**src/rtl/window_function_apply_assert.svh**
```systemverilog
// Assertion macros used by the window function sequencer (wfa_ctrl).
// Each macro expands to a labeled concurrent assertion in simulation and to nothing in synthesis.
`ifndef WINDOW_FUNCTION_APPLY_ASSERT_SVH
`define WINDOW_FUNCTION_APPLY_ASSERT_SVH

`ifndef SYNTHESIS

// Same-cycle implication, checked outside reset.
`define WFA_ASSERT_IMPLY(label, clk_s, rst_s, ante, cons) \
    label: assert property (@(posedge clk_s) disable iff (!rst_s) (ante) |-> (cons)) \
        else $error("window_function_apply: assertion failed");

// Next-cycle implication, checked outside reset.
`define WFA_ASSERT_NEXT(label, clk_s, rst_s, ante, cons) \
    label: assert property (@(posedge clk_s) disable iff (!rst_s) (ante) |=> (cons)) \
        else $error("window_function_apply: assertion failed");

`else

`define WFA_ASSERT_IMPLY(label, clk_s, rst_s, ante, cons)
`define WFA_ASSERT_NEXT(label, clk_s, rst_s, ante, cons)

`endif

`endif

```
**src/rtl/wfa_pkg.sv**
```systemverilog
package wfa_pkg;

    // Data path sizes.
    localparam int SAMPLE_BITS     = 24;
    localparam int MAX_FRAME       = 65536;
    localparam int COS_TABLE_DEPTH = 1024;
    localparam int COS_IDX_W       = $clog2(COS_TABLE_DEPTH);
    localparam int PHASE_W         = 24;
    localparam int POS_W           = $clog2(MAX_FRAME);
    localparam int LEN_W           = 17;
    localparam int CMP_W           = (POS_W + 1 > LEN_W) ? POS_W + 1 : LEN_W;
    localparam int COEF_W          = 32;
    localparam int MUL_W           = 32;
    localparam int PROD_W          = 2 * MUL_W;
    localparam int ACC_W           = 64;
    localparam int WIN_W           = 20;
    localparam int CFG_IDX_W       = 3;
    localparam int CFG_DATA_W      = 24;
    localparam int HARM_W          = 3;
    localparam int STEP_W          = 3;

    // The harmonic loop runs two steps past the last harmonic to drain the pipeline.
    localparam int NUM_HARM = 4;
    localparam logic [STEP_W-1:0] HARM_LAST_STEP = STEP_W'(NUM_HARM + 1);

    // Fixed-point constants.
    localparam longint unsigned TWO_PI_Q30 = 64'd6746518852;
    localparam longint          PI_Q30     = 64'sd3373259426;
    localparam longint          ONE_Q30    = 64'sd1073741824;
    localparam logic signed [MUL_W-1:0] FLAT_NORM_Q28 = 32'sd1245424395;

    typedef enum logic [1:0] {
        WIN_RECT    = 2'd0,
        WIN_FLATTOP = 2'd1,
        WIN_HANN    = 2'd2,
        WIN_HAMMING = 2'd3
    } win_kind_t;

    typedef enum logic [CFG_IDX_W-1:0] {
        CFG_WINDOW_KIND  = 3'd0,
        CFG_NORMALIZE    = 3'd1,
        CFG_FRAME_LENGTH = 3'd2,
        CFG_PHASE_STEP   = 3'd3
    } cfg_index_t;

    typedef enum logic [1:0] {
        MUL_HARM = 2'd0,
        MUL_NORM = 2'd1,
        MUL_RE   = 2'd2,
        MUL_IM   = 2'd3
    } mul_sel_t;

    typedef enum logic [2:0] {
        ST_IDLE,
        ST_HARM,
        ST_NORM_RND,
        ST_NORM_MUL,
        ST_WIN,
        ST_MUL_RE,
        ST_MUL_IM,
        ST_DONE
    } wfa_state_t;

    // Commands from the controller to the datapath.
    typedef struct packed {
        logic              load;
        logic              rom_rd;
        logic [HARM_W-1:0] rom_harm;
        logic              mul_en;
        mul_sel_t          mul_sel;
        logic [HARM_W-1:0] mul_harm;
        logic              acc_en;
        logic [HARM_W-1:0] acc_harm;
        logic              w30_en;
        logic              win_en;
        logic              re_en;
        logic              out_load;
    } wfa_cmd_t;

    // Status from the datapath to the controller.
    typedef struct packed {
        logic flat_norm;
    } wfa_status_t;

    typedef logic signed [COEF_W-1:0] cos_tab_t [COS_TABLE_DEPTH];

    // Cosine of a Q30 angle by a thirteen-term Taylor series, clamped to +-1.
    function automatic longint cos_q30(longint unsigned x);
        longint unsigned x2;
        longint unsigned term;
        longint          sum;
        x2   = (x * x) >> 30;
        term = 64'(ONE_Q30);
        sum  = ONE_Q30;
        for (int n = 1; n <= 12; n++) begin
            term = (term * x2) / 64'((2 * n - 1) * (2 * n));
            if ((n % 2) == 1)
                sum = sum - longint'(term);
            else
                sum = sum + longint'(term);
        end
        if (sum > ONE_Q30)
            sum = ONE_Q30;
        if (sum < -ONE_Q30)
            sum = -ONE_Q30;
        return sum;
    endfunction

    // Full-turn cosine table in Q30, folded onto the first quadrant.
    function automatic cos_tab_t build_cos_tab();
        cos_tab_t        tab;
        longint unsigned kk;
        longint          x;
        for (int k = 0; k < COS_TABLE_DEPTH; k++) begin
            kk = 64'(k);
            if (2 * kk > 64'(COS_TABLE_DEPTH))
                kk = 64'(COS_TABLE_DEPTH) - kk;
            x = longint'((TWO_PI_Q30 * kk) / 64'(COS_TABLE_DEPTH));
            if (4 * kk > 64'(COS_TABLE_DEPTH)) begin
                x = PI_Q30 - x;
                if (x < 0)
                    x = 0;
                tab[k] = COEF_W'(-cos_q30(64'(x)));
            end
            else begin
                tab[k] = COEF_W'(cos_q30(64'(x)));
            end
        end
        return tab;
    endfunction

    // Q30 weight of harmonic m for the given window.
    function automatic logic signed [COEF_W-1:0] win_coef(win_kind_t kind, logic norm,
                                                          logic [HARM_W-1:0] m);
        logic signed [COEF_W-1:0] c0, c1, c2, c3, c4;
        logic signed [COEF_W-1:0] res;
        c0 = '0;
        c1 = '0;
        c2 = '0;
        c3 = '0;
        c4 = '0;
        unique case (kind)
            WIN_RECT: begin
                c0 = 32'sd1073741824;
            end
            WIN_FLATTOP: begin
                c0 = 32'sd231476135;
                c1 = 32'sd447354753;
                c2 = 32'sd297709050;
                c3 = 32'sd89742211;
                c4 = 32'sd7459680;
            end
            WIN_HANN: begin
                c0 = norm ? 32'sd1073741824 : 32'sd536870912;
                c1 = norm ? 32'sd1073741824 : 32'sd536870912;
            end
            WIN_HAMMING: begin
                c0 = norm ? 32'sd1073741824 : 32'sd583555339;
                c1 = norm ? 32'sd901943132 : 32'sd490186485;
            end
        endcase
        case (m)
            3'd0:    res = c0;
            3'd1:    res = c1;
            3'd2:    res = c2;
            3'd3:    res = c3;
            3'd4:    res = c4;
            default: res = '0;
        endcase
        return res;
    endfunction

    // Round to nearest with ties up, then drop sh fraction bits.
    function automatic logic signed [ACC_W-1:0] round_shift(logic signed [ACC_W-1:0] v,
                                                            int unsigned sh);
        logic signed [ACC_W-1:0] half;
        half = ACC_W'(1) <<< (sh - 1);
        return (v + half) >>> sh;
    endfunction

    // Saturate to a signed range of the given width.
    function automatic logic signed [ACC_W-1:0] clamp(logic signed [ACC_W-1:0] v,
                                                      int unsigned bits);
        logic signed [ACC_W-1:0] hi;
        logic signed [ACC_W-1:0] lo;
        hi = (ACC_W'(1) <<< (bits - 1)) - ACC_W'(1);
        lo = -hi - ACC_W'(1);
        if (v > hi)
            return hi;
        if (v < lo)
            return lo;
        return v;
    endfunction

endpackage

```
**src/rtl/wfa_ctrl.sv**
```systemverilog
`include "window_function_apply_assert.svh"

module wfa_ctrl (
    input  logic                  clk,
    input  logic                  rst_n,
    input  logic                  in_valid,
    output logic                  in_stall,
    output logic                  out_valid,
    input  logic                  out_stall,
    input  wfa_pkg::wfa_status_t  status,
    output wfa_pkg::wfa_cmd_t     cmd
);

    wfa_pkg::wfa_state_t               state_reg, state_next;
    logic [wfa_pkg::STEP_W-1:0]        step_reg, step_next;
    logic                              out_valid_reg, out_valid_next;
    logic                              out_free;

    // The result slot can take a word when it is empty or being drained.
    assign out_free  = !out_valid_reg || !out_stall;
    assign in_stall  = (state_reg != wfa_pkg::ST_IDLE);
    assign out_valid = out_valid_reg;

    // Next state and harmonic step.
    always_comb
    begin
        state_next = state_reg;
        step_next  = step_reg;
        unique case (state_reg)
            wfa_pkg::ST_IDLE:
            begin
                if (in_valid)
                begin
                    state_next = wfa_pkg::ST_HARM;
                    step_next  = '0;
                end
            end
            wfa_pkg::ST_HARM:
            begin
                if (step_reg == wfa_pkg::HARM_LAST_STEP)
                begin
                    state_next = status.flat_norm ? wfa_pkg::ST_NORM_RND : wfa_pkg::ST_WIN;
                end
                else
                begin
                    step_next = step_reg + wfa_pkg::STEP_W'(1);
                end
            end
            wfa_pkg::ST_NORM_RND: state_next = wfa_pkg::ST_NORM_MUL;
            wfa_pkg::ST_NORM_MUL: state_next = wfa_pkg::ST_WIN;
            wfa_pkg::ST_WIN:      state_next = wfa_pkg::ST_MUL_RE;
            wfa_pkg::ST_MUL_RE:   state_next = wfa_pkg::ST_MUL_IM;
            wfa_pkg::ST_MUL_IM:   state_next = wfa_pkg::ST_DONE;
            wfa_pkg::ST_DONE:
            begin
                if (out_free)
                    state_next = wfa_pkg::ST_IDLE;
            end
        endcase
    end

    // Datapath commands. In the harmonic loop the ROM read, the multiply and the
    // accumulate work on three successive harmonics in the same cycle.
    always_comb
    begin
        cmd         = '0;
        cmd.mul_sel = wfa_pkg::MUL_HARM;
        unique case (state_reg)
            wfa_pkg::ST_IDLE:
            begin
                cmd.load = in_valid;
            end
            wfa_pkg::ST_HARM:
            begin
                cmd.rom_rd   = (step_reg < wfa_pkg::STEP_W'(wfa_pkg::NUM_HARM));
                cmd.rom_harm = wfa_pkg::HARM_W'(step_reg + wfa_pkg::STEP_W'(1));
                cmd.mul_en   = (step_reg >= wfa_pkg::STEP_W'(1))
                            && (step_reg <= wfa_pkg::STEP_W'(wfa_pkg::NUM_HARM));
                cmd.mul_harm = wfa_pkg::HARM_W'(step_reg);
                cmd.acc_en   = (step_reg >= wfa_pkg::STEP_W'(2));
                cmd.acc_harm = wfa_pkg::HARM_W'(step_reg - wfa_pkg::STEP_W'(1));
            end
            wfa_pkg::ST_NORM_RND:
            begin
                cmd.w30_en = 1'b1;
            end
            wfa_pkg::ST_NORM_MUL:
            begin
                cmd.mul_en  = 1'b1;
                cmd.mul_sel = wfa_pkg::MUL_NORM;
            end
            wfa_pkg::ST_WIN:
            begin
                cmd.win_en = 1'b1;
            end
            wfa_pkg::ST_MUL_RE:
            begin
                cmd.mul_en  = 1'b1;
                cmd.mul_sel = wfa_pkg::MUL_RE;
            end
            wfa_pkg::ST_MUL_IM:
            begin
                cmd.mul_en  = 1'b1;
                cmd.mul_sel = wfa_pkg::MUL_IM;
                cmd.re_en   = 1'b1;
            end
            wfa_pkg::ST_DONE:
            begin
                cmd.out_load = out_free;
            end
        endcase
    end

    // Result slot occupancy.
    always_comb
    begin
        out_valid_next = out_valid_reg;
        if (cmd.out_load)
            out_valid_next = 1'b1;
        else if (out_valid_reg && !out_stall)
            out_valid_next = 1'b0;
    end

    always_ff @(posedge clk or negedge rst_n)
    begin
        if (!rst_n)
        begin
            state_reg     <= wfa_pkg::ST_IDLE;
            step_reg      <= '0;
            out_valid_reg <= 1'b0;
        end
        else
        begin
            state_reg     <= state_next;
            step_reg      <= step_next;
            out_valid_reg <= out_valid_next;
        end
    end

    `WFA_ASSERT_IMPLY(a_load_only_free, clk, rst_n, cmd.out_load, !out_valid_reg || !out_stall)
    `WFA_ASSERT_NEXT(a_accept_starts_loop, clk, rst_n, in_valid && !in_stall, state_reg == wfa_pkg::ST_HARM && step_reg == '0)
    `WFA_ASSERT_IMPLY(a_step_in_range, clk, rst_n, state_reg == wfa_pkg::ST_HARM, step_reg <= wfa_pkg::HARM_LAST_STEP)
    `WFA_ASSERT_NEXT(a_done_fills_slot, clk, rst_n, state_reg == wfa_pkg::ST_DONE && !out_valid_reg, out_valid_reg && state_reg == wfa_pkg::ST_IDLE)

endmodule

```
**src/rtl/wfa_datapath.sv**
```systemverilog
module wfa_datapath (
    input  logic                                   clk,
    input  logic                                   rst_n,
    input  wfa_pkg::wfa_cmd_t                      cmd,
    input  wfa_pkg::win_kind_t                     kind,
    input  logic                                   normalize,
    input  logic [wfa_pkg::LEN_W-1:0]              frame_length,
    input  logic [wfa_pkg::PHASE_W-1:0]            phase_step,
    input  logic signed [wfa_pkg::SAMPLE_BITS-1:0] sample_re,
    input  logic signed [wfa_pkg::SAMPLE_BITS-1:0] sample_im,
    output wfa_pkg::wfa_status_t                   status,
    output logic signed [wfa_pkg::SAMPLE_BITS-1:0] windowed_re,
    output logic signed [wfa_pkg::SAMPLE_BITS-1:0] windowed_im,
    output logic signed [wfa_pkg::WIN_W-1:0]       window_value,
    output logic                                   frame_end
);

    localparam wfa_pkg::cos_tab_t COS_ROM = wfa_pkg::build_cos_tab();

    // Frame position state.
    logic [wfa_pkg::POS_W-1:0]   pos_reg, pos_next;
    logic [wfa_pkg::PHASE_W-1:0] phase_reg, phase_next;

    // Working registers for one item.
    logic signed [wfa_pkg::SAMPLE_BITS-1:0] sre_reg, sim_reg;
    logic                                   last_reg;
    logic signed [wfa_pkg::COEF_W-1:0]      cos_reg;
    logic signed [wfa_pkg::PROD_W-1:0]      product_reg;
    logic signed [wfa_pkg::ACC_W-1:0]       acc_reg;
    logic signed [wfa_pkg::MUL_W-1:0]       w30_reg;
    logic signed [wfa_pkg::WIN_W-1:0]       w_reg;
    logic signed [wfa_pkg::SAMPLE_BITS-1:0] re_res_reg;

    // Result registers.
    logic signed [wfa_pkg::SAMPLE_BITS-1:0] out_re_reg, out_im_reg;
    logic signed [wfa_pkg::WIN_W-1:0]       out_w_reg;
    logic                                   out_end_reg;

    logic [wfa_pkg::CMP_W-1:0]                  len_eff;
    logic [wfa_pkg::CMP_W-1:0]                  pos_plus;
    logic                                       is_last;
    logic [wfa_pkg::PHASE_W+wfa_pkg::HARM_W-1:0] harm_prod;
    logic [wfa_pkg::COS_IDX_W-1:0]              rom_idx;
    logic signed [wfa_pkg::MUL_W-1:0]           mul_a, mul_b;
    logic signed [wfa_pkg::PROD_W-1:0]          product_next;
    logic signed [wfa_pkg::ACC_W-1:0]           acc_init;
    logic signed [wfa_pkg::ACC_W-1:0]           win_full;
    logic signed [wfa_pkg::ACC_W-1:0]           samp_full;

    assign status.flat_norm = normalize && (kind == wfa_pkg::WIN_FLATTOP);

    // Effective frame length: zero counts as one, and long frames saturate.
    always_comb
    begin
        if (frame_length == '0)
            len_eff = wfa_pkg::CMP_W'(1);
        else if (wfa_pkg::CMP_W'(frame_length) > wfa_pkg::CMP_W'(wfa_pkg::MAX_FRAME))
            len_eff = wfa_pkg::CMP_W'(wfa_pkg::MAX_FRAME);
        else
            len_eff = wfa_pkg::CMP_W'(frame_length);
    end

    assign pos_plus = wfa_pkg::CMP_W'(pos_reg) + wfa_pkg::CMP_W'(1);
    assign is_last  = (pos_plus >= len_eff);

    // The harmonic phase wraps at a full turn; its top bits address the table.
    assign harm_prod = phase_reg * cmd.rom_harm;
    assign rom_idx   = harm_prod[wfa_pkg::PHASE_W-1 -: wfa_pkg::COS_IDX_W];

    // Operand selection for the shared multiplier.
    always_comb
    begin
        unique case (cmd.mul_sel)
            wfa_pkg::MUL_HARM:
            begin
                mul_a = wfa_pkg::win_coef(kind, normalize, cmd.mul_harm);
                mul_b = cos_reg;
            end
            wfa_pkg::MUL_NORM:
            begin
                mul_a = w30_reg;
                mul_b = wfa_pkg::FLAT_NORM_Q28;
            end
            wfa_pkg::MUL_RE:
            begin
                mul_a = wfa_pkg::MUL_W'(sre_reg);
                mul_b = wfa_pkg::MUL_W'(w_reg);
            end
            wfa_pkg::MUL_IM:
            begin
                mul_a = wfa_pkg::MUL_W'(sim_reg);
                mul_b = wfa_pkg::MUL_W'(w_reg);
            end
        endcase
    end

    assign product_next = mul_a * mul_b;

    // The constant term starts the sum, scaled to Q60.
    assign acc_init = wfa_pkg::ACC_W'(wfa_pkg::win_coef(kind, normalize, '0)) <<< 30;

    // Window coefficient to Q16, from the Q60 sum or from the normalized product.
    always_comb
    begin
        if (status.flat_norm)
            win_full = wfa_pkg::clamp(wfa_pkg::round_shift(product_reg, 42), wfa_pkg::WIN_W);
        else
            win_full = wfa_pkg::clamp(wfa_pkg::round_shift(acc_reg, 44), wfa_pkg::WIN_W);
    end

    assign samp_full = wfa_pkg::clamp(wfa_pkg::round_shift(product_reg, 16),
                                      wfa_pkg::SAMPLE_BITS);

    // Position and phase advance once the result is handed over.
    always_comb
    begin
        pos_next   = pos_reg;
        phase_next = phase_reg;
        if (cmd.out_load)
        begin
            if (last_reg)
            begin
                pos_next   = '0;
                phase_next = '0;
            end
            else
            begin
                pos_next   = wfa_pkg::POS_W'(pos_plus);
                phase_next = phase_reg + phase_step;
            end
        end
    end

    always_ff @(posedge clk or negedge rst_n)
    begin
        if (!rst_n)
        begin
            pos_reg   <= '0;
            phase_reg <= '0;
        end
        else
        begin
            pos_reg   <= pos_next;
            phase_reg <= phase_next;
        end
    end

    // Working and result registers.
    always_ff @(posedge clk)
    begin
        if (cmd.load)
        begin
            sre_reg  <= sample_re;
            sim_reg  <= sample_im;
            last_reg <= is_last;
            acc_reg  <= acc_init;
        end
        else if (cmd.acc_en)
        begin
            if (cmd.acc_harm[0])
                acc_reg <= acc_reg - product_reg;
            else
                acc_reg <= acc_reg + product_reg;
        end
        if (cmd.rom_rd)
            cos_reg <= COS_ROM[rom_idx];
        if (cmd.mul_en)
            product_reg <= product_next;
        if (cmd.w30_en)
            w30_reg <= wfa_pkg::MUL_W'(wfa_pkg::round_shift(acc_reg, 30));
        if (cmd.win_en)
            w_reg <= win_full[wfa_pkg::WIN_W-1:0];
        if (cmd.re_en)
            re_res_reg <= samp_full[wfa_pkg::SAMPLE_BITS-1:0];
        if (cmd.out_load)
        begin
            out_re_reg  <= re_res_reg;
            out_im_reg  <= samp_full[wfa_pkg::SAMPLE_BITS-1:0];
            out_w_reg   <= w_reg;
            out_end_reg <= last_reg;
        end
    end

    assign windowed_re  = out_re_reg;
    assign windowed_im  = out_im_reg;
    assign window_value = out_w_reg;
    assign frame_end    = out_end_reg;

endmodule

```
**src/rtl/window_function_apply.sv**
```systemverilog
// Flow: an accepted sample word passes the harmonic loop, the normalization states
// (normalized flat-top window only), then the window and the real and imaginary multiply
// states before its result word is loaded. No new sample word is taken until then, set by the
// single shared multiplier and the four-harmonic loop behind the registered cosine ROM.
// Reset: asynchronous, active low; clears the sequencer, result valid, frame position
// and phase, and loads the register defaults. No clearing pass is needed.
module window_function_apply (
    input  logic                                      clk,
    input  logic                                      rst_n,
    input  logic                                      in_valid,
    output logic                                      in_stall,
    input  logic signed [wfa_pkg::SAMPLE_BITS-1:0]    sample_re,
    input  logic signed [wfa_pkg::SAMPLE_BITS-1:0]    sample_im,
    output logic                                      out_valid,
    input  logic                                      out_stall,
    output logic signed [wfa_pkg::SAMPLE_BITS-1:0]    windowed_re,
    output logic signed [wfa_pkg::SAMPLE_BITS-1:0]    windowed_im,
    output logic signed [wfa_pkg::WIN_W-1:0]          window_value,
    output logic                                      frame_end,
    input  logic                                      cfg_valid,
    output logic                                      cfg_ready,
    input  logic [wfa_pkg::CFG_IDX_W-1:0]             cfg_index,
    input  logic [wfa_pkg::CFG_DATA_W-1:0]            cfg_data
);

    wfa_pkg::win_kind_t              kind_reg;
    logic                            normalize_reg;
    logic [wfa_pkg::LEN_W-1:0]       frame_length_reg;
    logic [wfa_pkg::PHASE_W-1:0]     phase_step_reg;

    wfa_pkg::wfa_cmd_t               cmd;
    wfa_pkg::wfa_status_t            status;

    assign cfg_ready = 1'b1;

    // Configuration registers; indexes outside the list are ignored.
    always_ff @(posedge clk or negedge rst_n)
    begin
        if (!rst_n)
        begin
            kind_reg         <= wfa_pkg::WIN_RECT;
            normalize_reg    <= 1'b0;
            frame_length_reg <= wfa_pkg::LEN_W'(1024);
            phase_step_reg   <= wfa_pkg::PHASE_W'(16384);
        end
        else if (cfg_valid && cfg_ready)
        begin
            case (cfg_index)
                wfa_pkg::CFG_WINDOW_KIND:  kind_reg         <= wfa_pkg::win_kind_t'(cfg_data[1:0]);
                wfa_pkg::CFG_NORMALIZE:    normalize_reg    <= cfg_data[0];
                wfa_pkg::CFG_FRAME_LENGTH: frame_length_reg <= cfg_data[wfa_pkg::LEN_W-1:0];
                wfa_pkg::CFG_PHASE_STEP:   phase_step_reg   <= cfg_data[wfa_pkg::PHASE_W-1:0];
                default:                   ;
            endcase
        end
    end

    // Sequencer.
    wfa_ctrl u_ctrl (
        .clk       (clk),
        .rst_n     (rst_n),
        .in_valid  (in_valid),
        .in_stall  (in_stall),
        .out_valid (out_valid),
        .out_stall (out_stall),
        .status    (status),
        .cmd       (cmd)
    );

    // Window and scaling datapath.
    wfa_datapath u_datapath (
        .clk          (clk),
        .rst_n        (rst_n),
        .cmd          (cmd),
        .kind         (kind_reg),
        .normalize    (normalize_reg),
        .frame_length (frame_length_reg),
        .phase_step   (phase_step_reg),
        .sample_re    (sample_re),
        .sample_im    (sample_im),
        .status       (status),
        .windowed_re  (windowed_re),
        .windowed_im  (windowed_im),
        .window_value (window_value),
        .frame_end    (frame_end)
    );

endmodule

```
**config.mk**
```make
export PLATFORM = sky130hd
export DESIGN_NAME = window_function_apply
export DESIGN_NICKNAME = d
export VERILOG_FILES = /design/src/rtl/wfa_pkg.sv /design/src/rtl/wfa_ctrl.sv /design/src/rtl/wfa_datapath.sv /design/src/rtl/window_function_apply.sv
export VERILOG_INCLUDE_DIRS = /design/src /design/src/rtl
export SDC_FILE = /design/constraint.sdc
export NUM_CORES = 2
export LEC_CHECK = 0
export BUFFER_PORTS_ARGS = -buffer_cell sky130_fd_sc_hd__buf_2
export CAP_MARGIN = 0
export CORE_AREA = 2 2 598 303
export CTS_CLUSTER_DIAMETER = 40
export CTS_CLUSTER_SIZE = 30
export DETAILED_ROUTE_END_ITERATION = 8
export DIE_AREA = 0 0 600 305
export PLACE_DENSITY = 0.58
export SYNTH_ARGS = -nofsm -noshare
export SYNTH_HDL_FRONTEND = slang
export SYNTH_HIERARCHICAL = 1
export SYNTH_SLANG_ARGS = --single-unit
```
**constraint.sdc**
```tcl
create_clock -name clk -period 11.2 [get_ports clk]
set_input_delay 2.24 -clock clk [delete_from_list [all_inputs] [get_ports clk]]
set_output_delay 2.24 -clock clk [all_outputs]
set_load 0.02 [all_outputs]
```
# Word level (Yosys, flattened, before mapping)
# Memory sizes are Yosys's and may differ from the RTL's. A register that Yosys moved wholly into a read port is not among the register bits.
# Cells that the tools add are included.
[word_totals] reg_bits=413 mem_bits_ro=32768 input_bits=80 out_inout_bits=72 elab_cells=160 mem_count=1
[classes] add_sub_neg=10 n_mul=2 order_cmp=12 eq_ne=25 mux=63 n_bitwise=1 reduce_logical=24
[memory_table] name="(no name shown)" words=1024 word_bits=32 rd=1 rd_clocked_by_memory_dff=1 write_ports=0 line="wfa_datapath.sv:166" rtl="cos_reg <= COS_ROM[rom_idx];"
[op_table] operator="case mux 32 bit (4 select lines)" n=2
[op_table] operator="two-way mux 64 bit" n=3
[op_table] operator="case mux 32 bit (3 select lines)" n=2
[op_table] operator="two-way mux 20 bit" n=9
[op_table] operator="case mux 32 bit (5 select lines)" n=1
[op_table] operator="two-way mux 24 bit" n=5
[op_table] operator="adder 64 x 17 -> 64 bit (second input constant)" n=1
[op_table] operator="adder 64 x 43 -> 64 bit (second input constant)" n=1
[op_table] operator="adder 64 x 45 -> 64 bit (second input constant)" n=1
[op_table] operator="adder 64 bit" n=1
[op_table] operator="multiplier 32 x 32 -> 64 bit" n=1
[op_table] operator="subtractor 64 bit" n=1
[op_table] operator="adder 62 x 31 -> 62 bit (second input constant)" n=1
[op_table] operator="two-way mux 31 bit" n=2
[op_table] operator="greater-than comparator 48 x 24 -> 1 bit (second input constant)" n=1
[op_table] operator="< comparator 48 x 24 -> 1 bit (second input constant)" n=1
[op_table] operator="two-way mux 17 bit" n=2
[op_table] operator="two-way mux 30 bit" n=1
[op_table] operator="two-way mux 29 bit" n=1
[op_table] operator="two-way mux 27 bit" n=1
[op_table] operator="adder 24 bit" n=1
[op_table] operator="multiplier 24 x 3 -> 24 bit" n=1
[op_table] operator="case mux 3 bit (8 select lines)" n=1
[op_table] operator="two-way mux 23 bit" n=1
[op_table] operator="41 further kinds" n=95

# Logic depth before layout (Yosys ltp)
[depth] ltp_word=9 ltp_mapped=42 mapped_depth_nobuf=38

# Hierarchy
# The synthesis kept the hierarchy.
[modules_own_cells] mod="wfa_datapath" n_inst=1 cells_per_inst=6357 area_each_um2=59473.3 seq_area_each_um2=10400.0
[modules_own_cells] mod="window_function_apply" n_inst=1 cells_per_inst=98 area_each_um2=1700.4 seq_area_each_um2=1103.6
[modules_own_cells] mod="wfa_ctrl" n_inst=1 cells_per_inst=77 area_each_um2=614.3 seq_area_each_um2=175.2

# Least setup slack after synthesis
# OpenSTA, ideal clock, no wires.
[synth_path] path_type="register -> register" start="register u_ctrl.state_reg[2]" end="register u_datapath/product_reg[57] in the netlist's numbering (data pin)" setup_ns=0.259 arrival_ns=9.840 required_ns=10.941 slack_ns=1.101 path_stages_with_launch=36 n_path_buf=6 synth_period_minus_slack_ns=10.099 path_cell_list="dfrtp_1 buf_2 xor2_1 and2_1 clkbuf_1 buf_1 buf_1 mux2i_1 a221oi_1 clkbuf_1 nand2_1 fa_1 fa_1 inv_1 fa_1 inv_1 fa_1 inv_1 fa_1 fa_1 fa_1 fa_1 ha_1 clkbuf_1 a21o_1 a21o_1 a21o_1 a21o_1 a21o_1 a21o_1 a211o_1 a31oi_1 o211ai_1 a31o_2 a21oi_1 xnor2_1"
[synth_rtl] item="start, declared" line="wfa_ctrl.sv:14" rtl="wfa_pkg::wfa_state_t state_reg, state_next;"
[synth_rtl] item="start signal, assigned" line="wfa_ctrl.sv:128" rtl="state_reg <= wfa_pkg::ST_IDLE;"
[synth_rtl] item="start signal, assigned" line="wfa_ctrl.sv:134" rtl="state_reg <= state_next;"
[synth_rtl] item="end signal, assigned" line="wfa_datapath.sv:168" rtl="product_reg <= product_next;"
[synth_rtl] item="end, declared" line="wfa_datapath.sv:28" rtl="logic signed [wfa_pkg::PROD_W-1:0] product_reg;"

==> results.md <==
- The synthesized netlist cell count is 6530.
- The tool flagged a number of max-cap violations equal to 0.
- The library cell used most frequently in the layout, excluding fill and tap cells, is sky130_fd_sc_hd__inv_1.
- The number of gates resized after CTS was 0.
- The number of global-route vias before repair is 47900.
- The root buffer selected by CTS is sky130_fd_sc_hd__clkbuf_16.
- The CTS tree is yes.
- The floorplan has 110 rows.
- The number of buffers between clock root and the deepest sink is 3.
- The number of setup buffers added after CTS is 0.
- The post-place instance area is between 0.06 and 0.07 sq mm.
- The sum of overflow across all layers after global routing is 0.
- The global-route wire length before repair is 336 mm.
- The final net count is ~8200.
- The minimum clock period after layout is 10.84 ns.
- When the netlist entered floorplanning its net count stood at 8042.
- Data on the critical path arrives at its endpoint at 11.30 ns.
- The pre-antenna-repair detailed-routing pass consisted of 6 iterations.
- In the final layout, the multi-input gates occupy around 0.044 sq mm.
- The mapped netlist covers between 0.06 and 0.07 sq mm.
- The largest net degree at the start of global routing is 65.
- The routed layout has between 40000 and 50000 vias.
- Summed over all layers, the routed wires come to about 230 mm.
- Of all nets on the critical path, the largest fanout is 45.
- The library cells used most frequently in the layout, excluding fill and tap cells, are sky130_fd_sc_hd__inv_1 (1246), sky130_fd_sc_hd__fa_1 (1097), sky130_fd_sc_hd__nand2_1 (781), sky130_fd_sc_hd__nor2_1 (482), sky130_fd_sc_hd__ha_1 (335).
- Timing analysis after detailed placement gives a worst setup slack of 0.379 ns.
- The relative slew slack is between 10% and 20%.
- Setup slack on the worst reg-to-reg path comes out at ~0.36 ns.
- The number of hold-slack violations in the final timing report is 0.
- The count of H-tree levels built during CTS is 2.
- The total of endpoints with negative setup slack in the final report is 0.
- The final critical path takes up 96.8% of the cycle.
- From synthesis to final layout, the design area changed by 10.4%.
- The run finished with clean final reports.
- The placeable core region is approximately 0.18 sq mm.
- The average wire per cell in the routed design is around 25 microns.
- For the pin with the worst max-slew slack, the measured transition is approximately 1.3 ns.
- The synthesized area per cell is ~9.5 sq um.
- The total die area is around 0.18 sq mm.
- During I/O placement, the number of pins put on the boundary was roughly 150.
- The number of input and output port buffers inserted is 150.
- At the end of routability-driven placement, the weighted congestion stood at between 1 and 1.5.
- The number of hold buffers added after cts is 0.
- The initial core utilization is between 30% and 40%.
- In the routed design, unresolved DRC markers number 0.
- The detailed placement HPWL is roughly 200 mm.
- The count of nets left with antenna violations once routing finished came out at 0.
- Setup slack closes at approximately 0.36 ns.
- The finished cells cover roughly 0.07 sq mm.
- Clock-pin slew was measured on the worst setup and hold paths at roughly 0.070 ns.
- The die is approximately 600 microns wide.
- STA classifies the critical path endpoint as a flip-flop.
- The maximum cell stage delay along the critical path is around 0.79 ns.
- The cell with the most instances on the worst path is sky130_fd_sc_hd__fa_1.
- From bottom edge to top edge, the die measures around 310 microns.
- The clock arrives with 0.0611 ns of skew.
- Buffers inserted during clock tree synthesis total 53.
- The highest achievable clock rate is 92.2 MHz.
- The worst-skew pair later-pin latency is 0.71 ns.
- The vias per cell is roughly 5.3.
- The DRC marker count from the first detailed-route iteration is roughly 5600.
- Of the cells placed in the final design, the portion with a size suffix greater than 1 is between 9 and 10%.
- For this run, the number of Yosys warnings is 6.
- STA puts the critical path data required time at between 10 and 15 ns.
- Registers take between 0.01 and 0.015 sq mm.
- Across every metal layer, demand over resource in global routing totals about a quarter.
- On the critical path, the stage with the largest delay is an instance of sky130_fd_sc_hd__fa_1.
- The min-delay analysis places its worst path in the category flip-flop to flip-flop.
- The kind of critical path is flip-flop to flip-flop.
- Setup repair after global routing could not meet its margin everywhere.
- The sink count of the clock tree is about 410.
- The number of pins with negative max-slew slack in the final report is 0.
- The worst setup path is launched from a flip-flop.
- Fill cells in the final layout number around 18000.
- The initial antenna violation count is 14.
-- area by class of cell --
type	instances	share of cell area, %
diodes	3	0.0110
clock buffers	55	1.99
clock inverters	45	0.954
inverters	1251	6.88
multi-input cells	4583	65.1
flip-flops and latches	414	17.1
well taps	2408	4.42
repair buffers	364	3.51
-- metrics by stage --
stage	util (%)	setup TNS, ns	instances	hold WS [ns]
5_1_grt	38.3	-0.0532	9120	0.427
6_report	38.3	0	9123	0.414
3_5_place_dp	37.1	0	9020	0.405
2_1_floorplan	-	0	6530	0.400
4_1_cts	38.2	0	9120	0.418
3_3_place_gp	37.1	0	9019	0.401
-- worst paths after layout --
check	cells past startpoint	end	start
setup / recovery	31	u_datapath/product_reg[62]$_DFFE_PP_	u_ctrl/state_reg[0]$_DFFE_PN0P_
hold / removal	0	u_datapath/windowed_re[8]$_DFFE_PP_	u_datapath/re_res_reg[8]$_DFFE_PP_
setup reg to reg	31	u_datapath/product_reg[62]$_DFFE_PP_	u_ctrl/state_reg[0]$_DFFE_PN0P_
hold reg to reg	0	u_datapath/windowed_re[8]$_DFFE_PP_	u_datapath/re_res_reg[8]$_DFFE_PP_
max in group asynchronous	2	u_ctrl/step_reg[1]$_DFFE_PN0P_	rst_n
min in group asynchronous	1	u_datapath/pos_reg[14]$_DFFE_PN0P_	rst_n
-- critical path, delay by kind of cell (launching register included) --
family | cells | cell delay [ns]
AND/OR/NAND/NOR | 5 | 1.30
adder cells (fa/ha/maj) | 9 | 5.02
buffers and inverters | 8 | 1.50
XOR/XNOR | 2 | 0.28
multiplexers | 1 | 0.36
flip-flops | 1 | 0.38
AO/OA/AOI/OAI | 6 | 1.71
-- layer usage --
layer	wire, microns	vias up	share of wire, %	GRT usage, %
met5	433	-	0.19	1.02
met4	3020	16	1.3	3.02
met3	34100	186	15	12.1
met2	80600	2470	35	29.8
met1	112000	24700	49	40.7
li1	-	21100	-	-
Power is left out: the tool's default activity adds up to more than one toggle a clock period on the data nets, which glitch-free logic cannot reach.
